## src/design/fba_pkg.sv

```systemverilog
// ----------------------------------------------------------------------------
// fba_pkg: shared types and codes of the frame bitmap allocator
// Operation and status codes, and the request and response of the divider.
// ----------------------------------------------------------------------------
`default_nettype none

package fba_pkg;

   localparam int unsigned DIV_BITS = 32;

   typedef logic [1:0]  op_type;
   typedef logic [1:0]  status_type;
   typedef logic [31:0] word_type;

   localparam op_type OP_ALLOCATE = 2'd0;
   localparam op_type OP_FREE     = 2'd1;
   localparam op_type OP_RESERVE  = 2'd2;

   localparam status_type ST_OK    = 2'd0;
   localparam status_type ST_NOMEM = 2'd1;
   localparam status_type ST_RANGE = 2'd2;

   localparam logic [7:0] BYTE_FULL  = 8'hFF;
   localparam logic [7:0] BYTE_EMPTY = 8'h00;

   typedef struct packed {
      logic                start;
      logic [DIV_BITS-1:0] dividend;
   } div_req_type;

   typedef struct packed {
      logic                done;
      logic [DIV_BITS-1:0] quotient;
      logic                rem_nz;
   } div_rsp_type;

endpackage

`default_nettype wire

```

## src/design/fba_div.sv

```systemverilog
// ----------------------------------------------------------------------------
// fba_div: divider by a constant
// Reciprocal multiplication in two stages: the quotient is registered in the
// cycle after start, the nonzero-remainder flag and done in the cycle after that.
// ----------------------------------------------------------------------------
`default_nettype none

module fba_div #(
   parameter int unsigned DIVISOR = 4096
) (
   input  wire logic                 clock,
   input  wire logic                 reset,
   input  wire fba_pkg::div_req_type div_req,
   output      fba_pkg::div_rsp_type div_rsp
);

   import fba_pkg::*;

   localparam int unsigned SHIFT  = $clog2(DIVISOR);
   localparam int unsigned MUL_W  = DIV_BITS + 1;
   localparam int unsigned PROD_W = DIV_BITS + MUL_W;
   localparam int unsigned DVS_W  = SHIFT + 1;
   localparam int unsigned BW     = DIV_BITS + DVS_W;
   // ceil(2^(DIV_BITS+SHIFT) / DIVISOR): exact quotient for every dividend
   localparam logic [MUL_W-1:0] RECIP = MUL_W'(((64'd1 << (DIV_BITS + SHIFT))
                                         + 64'(DIVISOR) - 64'd1) / 64'(DIVISOR));
   localparam logic [DVS_W-1:0] DIVISOR_C = DVS_W'(DIVISOR);

   logic                step_ff, step_in;     // fresh quotient in stage one
   logic                done_ff, done_in;
   logic [DIV_BITS-1:0] dvd_ff, dvd_in;
   logic [DIV_BITS-1:0] quot_ff, quot_in;
   logic                rem_nz_ff, rem_nz_in;
   logic [PROD_W-1:0]   prod;
   logic [BW-1:0]       back;                 // quotient times divisor

   always_comb begin
      prod      = PROD_W'(div_req.dividend) * PROD_W'(RECIP);
      back      = BW'(quot_ff) * BW'(DIVISOR_C);
      step_in   = div_req.start;
      done_in   = step_ff;
      dvd_in    = dvd_ff;
      quot_in   = quot_ff;
      rem_nz_in = rem_nz_ff;
      if (div_req.start) begin
         dvd_in  = div_req.dividend;
         quot_in = DIV_BITS'(prod >> (DIV_BITS + SHIFT));
      end
      if (step_ff) begin
         // remainder is nonzero exactly when the product falls short
         rem_nz_in = (BW'(dvd_ff) != back);
      end
   end

   always_ff @(posedge clock) begin
      if (reset) begin
         step_ff <= 1'b0;
         done_ff <= 1'b0;
      end else begin
         step_ff <= step_in;
         done_ff <= done_in;
      end
   end

   always_ff @(posedge clock) begin
      dvd_ff    <= dvd_in;
      quot_ff   <= quot_in;
      rem_nz_ff <= rem_nz_in;
   end

   assign div_rsp.done     = done_ff;
   assign div_rsp.quotient = quot_ff;
   assign div_rsp.rem_nz   = rem_nz_ff;

   ap_step_after_start: assert property (@(posedge clock) disable iff (reset)
      div_req.start |=> step_ff)
      else $error("divider did not take a start");

   ap_done_after_step: assert property (@(posedge clock) disable iff (reset)
      done_ff |-> $past(step_ff))
      else $error("divider done without a running division");

   ap_quotient_exact: assert property (@(posedge clock) disable iff (reset)
      step_ff |-> ((back <= BW'(dvd_ff)) && ((BW'(dvd_ff) - back) < BW'(DIVISOR_C))))
      else $error("divider quotient off by one or more");

endmodule

`default_nettype wire

```

## config.mk

```make
export PLATFORM = sky130hd
export DESIGN_NAME = fba_div
export DESIGN_NICKNAME = d
export VERILOG_FILES = /design/src/design/fba_pkg.sv /design/src/design/fba_div.sv
export SDC_FILE = /design/constraint.sdc
export NUM_CORES = 1
export LEC_CHECK = 0
export BUFFER_PORTS_ARGS = -buffer_cell sky130_fd_sc_hd__buf_2
export CORE_UTILIZATION = 25
export CTS_CLUSTER_SIZE = 20
export DETAILED_ROUTE_END_ITERATION = 8
export HOLD_SLACK_MARGIN = 0.06
export PLACE_DENSITY = 0.6
export SLEW_MARGIN = 10
export SYNTH_ARGS = -nofsm -noshare
export SYNTH_HDL_FRONTEND = slang
export SYNTH_SLANG_ARGS = --single-unit
export TNS_END_PERCENT = 5
```

## constraint.sdc

```tcl
create_clock -name clock -period 1.6 [get_ports clock]
set_clock_uncertainty 0.1 [all_clocks]
set_input_delay 0.32 -clock clock [delete_from_list [all_inputs] [get_ports clock]]
set_output_delay 0.32 -clock clock [all_outputs]
set_load 0.005 [all_outputs]
```

==> metrics, run 1 <==
grt ovf 0; RR Endpoint rem_nz_ff; Worst Hold Endpoint done_in; hold depth 2; Worst Path Arrival 0.79 ns; Layout Utilization 31.2%; R2R cell count 2; largest net degree at the start of global routing 34; FP Rows 26; initial antenna violation count 0; max cap viols 0; startpoint class of the critical path flip-flop; CTS resizes 0; Post-DP Area 1500 um^2; # nets final 152; DRC Markers 0; crit end category output port; drt via density 3.46; status complete, no violations; Crit Path Category reg2out; RSZ-0062 raised after global routing false; slack of the worst reg-to-reg path 0.41 ns; reg2reg start dvd_ff[6]; multi-input logic area 81.3 um^2; clock root buffer master clkbuf_8; fillcell total 517; #FFs+latches synth 35; Top Ports 69; Comb pwr share 6.4%; critical path's slowest cell edfxtp_1; Seq/Total Area, Yosys 77.7%; slowest stage delay, CP 0.38 ns; routed len/inst 10.8 um; Max Slew Vio Count 0; most frequent cells in the layout buf_2 (56), edfxtp_1 (33), conb_1 (12), clkbuf_8 (6), nor4_1 (3); Core Footprint 5110 um^2; post-CTS setup buffer count 0; design area 1590 um^2; PD cells 1160 nW/um^2; # clock sinks 35; proportion of layout cells with a drive suffix above 1 54.2%; number of global-route vias before repair 636; Critical Path RT 1.18 ns; Max FO, Critical Path 1; Clock Tree Buf Depth 2; most common cell after layout, fill and taps aside buf_2; chip width 74.8 um; f_max 825 MHz; Mean Syn Cell Area 17.5 um^2; Pint 1.49 mW; Die Footprint 5600 um^2; placer congestion estimate 0.669; number of buffers inserted by port buffering 56; Critical path buffers and inverters 1; Die H 74.8 um; Detailed Route WL 2020 um; clk slew on worst S/H paths 0.06 ns; Pleak 0.666 nW; global-route wire length before repair 2990 um; Fin Hold WS 0.114 ns; Setup violations, final 0; Setup TNS 0 ns; Hold Buf Count CTS 0; Syn Inst Count 76; clk_lat worst skew 0.28 ns; htree depth 2; crit path cell chain buf_2; Total Routing Usage GR 7.62%; sw frac 19.6%; YS warnings 0; hold violation total from the final report 0; worst vdd ir 590 uV; Synth cell types 7; CTS tree yes; Psw 0.362 mW; HP Start reset; Detail Route Antenna Nets 0; Vias 651; total power 1.85 mW; flip-flop and latch area 1030 um^2; Area Growth Syn to Fin 20.0%; Post-Syn Area 1330 um^2; register share of total power 59.3%; clock share of power 34.3%; top-area cell type share of the netlist area 74.7%; Starting Density 26.0%; cell family with most CP delay flip-flops; Iteration-0 DRC Markers 35; minimum clock period 1.21 ns; CTS buffer count 5; ANT cells 0; largest area contributor in the netlist edfxtp_1; Hold WC Path Type in2reg; Final period util 75.8%; TritonRoute pass-1 iters 4; Synth area leaders edfxtp_1 (75%), buf_4 (19%), dfxtp_1 (3.0%), nor4_1 (1.4%), nor2b_1 (0.94%)
[power groups by stage]
stage	Combinational (mW)	Sequential, mW	Clock (mW)
2_1_floorplan	0.0941	1.11	0
3_3_place_gp	0.119	1.11	0
3_5_place_dp	0.122	1.12	0
4_1_cts	0.121	1.10	0.670
5_1_grt	0.135	1.10	0.710
6_report	0.118	1.10	0.635
[logic make-up (layout without fill, tap and decap cells)]
group,after synthesis,after routing,synth area share (%)
AND/OR/NAND/NOR,6,6,2.74
flip-flops,35,35,77.7
other,1,12,0.283
buffers and inverters,34,65,19.2
[Yosys cell counts]
master,count
nor4_1,3
conb_1,1
nand3_1,1
edfxtp_1,33
nor2b_1,2
buf_4,34
dfxtp_1,2
[through the flow]
step,std cells,setup WS [ns]
floorplan,87,0.551
global placement,180,0.496
detailed placement,180,0.405
CTS,188,0.358
global route,188,0.311
finish,188,0.387
[layout make-up]
cell class                      count  area share, %
Tap cell                           70           5.50
Sequential cell                    35           64.8
Clock inverter                      1          0.314
Multi-Input combinational cell     18           5.11
Clock buffer                        7           5.42
Timing Repair Buffer               57           18.9
[sequential cells by signal (all words and copies together) (netlist names)]
register / cells
dvd_ff: 32
done_ff: 1
done_in: 1
rem_nz_ff: 1
[worst max-delay path by stage]
stage                     slack (ns)           to  cells after the start  startpoint
after detailed placement        0.41    rem_nz_ff                      2   dvd_ff[6]
after floorplan                 0.55    rem_nz_ff                      2  dvd_ff[10]
final                           0.39  div_rsp[19]                      1  dvd_ff[30]
after global routing            0.31    rem_nz_ff                      2   dvd_ff[4]
after global placement          0.50    rem_nz_ff                      2   dvd_ff[5]
after CTS                       0.36  div_rsp[18]                      1  dvd_ff[29]
[layer usage]
layer / GRT usage (%) / vias to the layer above / share of wire, %
met5: 0 / - / 0
met4: 3.77 / 0 / 0
met3: 4.82 / 0 / 12
met2: 11.6 / 50 / 48
met1: 8.28 / 298 / 40
li1: - / 303 / -
Power figures use the tool's default switching activity.
==> run 2: changes to the inputs <==
PLACE_DENSITY = 0.62   (was 0.6)
clock period = 1.1 ns   (was 1.6 ns; I/O delays follow)
==> run 2 against run 1 <==
Net effect: the flow now finishes with violations (setup timing); worst setup slack worse by 0.42 ns; sequential cell count stayed put; routed wire length grew 17%; final area grew 24%; critical path depth unchanged; die area is the same; combinational power increased by 130%; final cell count is 18% higher; clock power grew 84%; first-iteration DRC count shrank 37%; critical endpoint is now div_rsp[16]; largest power group unchanged.
==> metrics, run 2 (synthesis results as in run 1) <==
Core Footprint 5110 um^2 (unchanged); placer congestion estimate 0.661 (-1.2%); # nets final 186 (+22%); Total Routing Usage GR 9.32% (+1.7 points); cell family with most CP delay flip-flops; Detail Route Antenna Nets 0 (unchanged); met2 WL 1280 um (+31%); Setup TNS -0.124 ns (-0.124 ns); Max FO, Critical Path 1 (unchanged); status finished with violations; Vias 785 (+21%); Pleak 0.824 nW (+24%); critical path's slowest cell edfxtp_1; Setup violations, final 10 (+10); clock root buffer master clkbuf_8; crit path cell chain buf_2; grt ovf 0 (unchanged); Largest Register dvd_ff; RSZ-0062 raised after global routing true; # clock sinks 35 (unchanged); Starting Density 26.0% (unchanged); routed len/inst 10.7 um (-0.67%); Max Slew Vio Count 0 (unchanged); chip width 74.8 um (unchanged); clk slew on worst S/H paths 0.08 ns (+0.02 ns); CTS buffer count 5 (unchanged); htree depth 2 (unchanged); slack of the worst reg-to-reg path 0 ns (-0.41 ns); Area Growth Syn to Fin 49.2%; FP Rows 26 (unchanged); Final period util 103%; design area 1980 um^2 (+24%); Top Ports 69 (unchanged); max cap viols 0 (unchanged); crit end category output port; ANT cells 0 (unchanged); slowest stage delay, CP 0.38 ns (about the same); Worst Path Arrival 0.81 ns (+0.02 ns); Critical path buffers and inverters 1 (unchanged); Iteration-0 DRC Markers 22 (-37%); TritonRoute pass-1 iters 4 (unchanged); CTS tree yes; Detailed Route WL 2370 um (+17%); proportion of layout cells with a drive suffix above 1 44.7% (-9.5 points); f_max 885 MHz; minimum clock period 1.13 ns; number of global-route vias before repair 772 (+21%); worst vdd ir 852 uV (+44%); failing checks setup timing; PD cells 1540 nW/um^2 (+32%); Routed met1 length 833 um (+3.1%); Top Metal Used met4; number of buffers inserted by port buffering 56 (unchanged); Clock Tree Buf Depth 2 (unchanged); drt via density 3.54 (+2.1%); fillcell total 495 (-4.3%); wire length on met3 235 um (-2.1%); most frequent cells in the layout buf_2 (56), edfxtp_1 (33), dlygate4sd3_1 (33), conb_1 (12), clkbuf_8 (5); Die H 74.8 um (unchanged); Hold WC Path Type in2reg; Setup WS post-layout -0.0301 ns (-0.417 ns); Post-DP Area 1520 um^2 (+1.3%); global-route wire length before repair 3460 um (+16%); DRC Markers 0 (unchanged); Die Footprint 5600 um^2 (unchanged); startpoint class of the critical path flip-flop; post-CTS setup buffer count 0 (unchanged); Crit Path Category reg2out; initial antenna violation count 0 (unchanged); clk_lat worst skew 0.29 ns (about the same); number of flip-flops in the largest register 32 (unchanged); Critical Path RT 0.78 ns (-0.40 ns); largest net degree at the start of global routing 21 (-38%); hold violation total from the final report 0 (unchanged); most common cell after layout, fill and taps aside buf_2
run 2: changes by cell type in the layout (fill, tap and decap cells not counted):
| cell | delta |
|---|---|
| nor4_2 | +2 |
| bufinv_16 | +1 |
| clkbuf_8 | -1 |
| clkbuf_1 | -1 |
| clkinv_4 | +1 |
| inv_6 | +1 |
| dlygate4sd3_1 | +33 |
| nor4_1 | -2 |
| buf_12 | +1 |
| clkinv_2 | -1 |
run 2: per-layer routing:
metal	track usage [%]	vias to the layer above
li1	-	371
met1	7.90	349
met2	16.9	57
met3	6.29	8
met4	3.77	0
met5	0	-
run 2: report_power, final:
group	internal (mW)	switching [mW]
combinational	0.175	0.0982
sequential	1.57	0.0282
clock	0.686	0.489
total	2.43	0.615
run 2: through the flow:
step | std cells | hold slack (ns) | power [mW] | setup slack, ns | util (%)
floorplan | 87 | 0.192 | 1.75 | 0.0511 | -
CTS | 222 | 0.235 | 3.07 | -0.0522 | 38.8
global route | 222 | 0.224 | 3.18 | -0.0862 | 38.8
detailed placement | 181 | 0.298 | 1.81 | -0.0469 | 29.8
global placement | 181 | 0.296 | 1.80 | -0.0255 | 29.8
finish | 222 | 0.241 | 3.04 | -0.0301 | 38.8
run 2: area by class of cell:
class	instances	area [um^2]	area share, %
Sequential cell	35	1030	52.1
Timing Repair Buffer	91	651	32.9
Multi-Input combinational cell	18	93.8	4.74
Tap cell	70	87.6	4.42
Clock buffer	5	68.8	3.48
Clock inverter	3	47.5	2.40
run 2: final timing paths:
check / end / start / cells past startpoint
max: div_rsp[16] / dvd_ff[27] / 1
min: dvd_ff[23] / div_req[32] / 2
max reg2reg: rem_nz_ff / dvd_ff[2] / 2
min reg2reg: rem_nz_ff / done_in / 0
run 2: repair_timing:
action                                  4_1_cts  5_1_grt
hold buffers                                 33        0
pin swaps                                     1        0
endpoints found under the setup margin       18       22
resized for setup                             2        0
hold endpoints to repair                     34        0
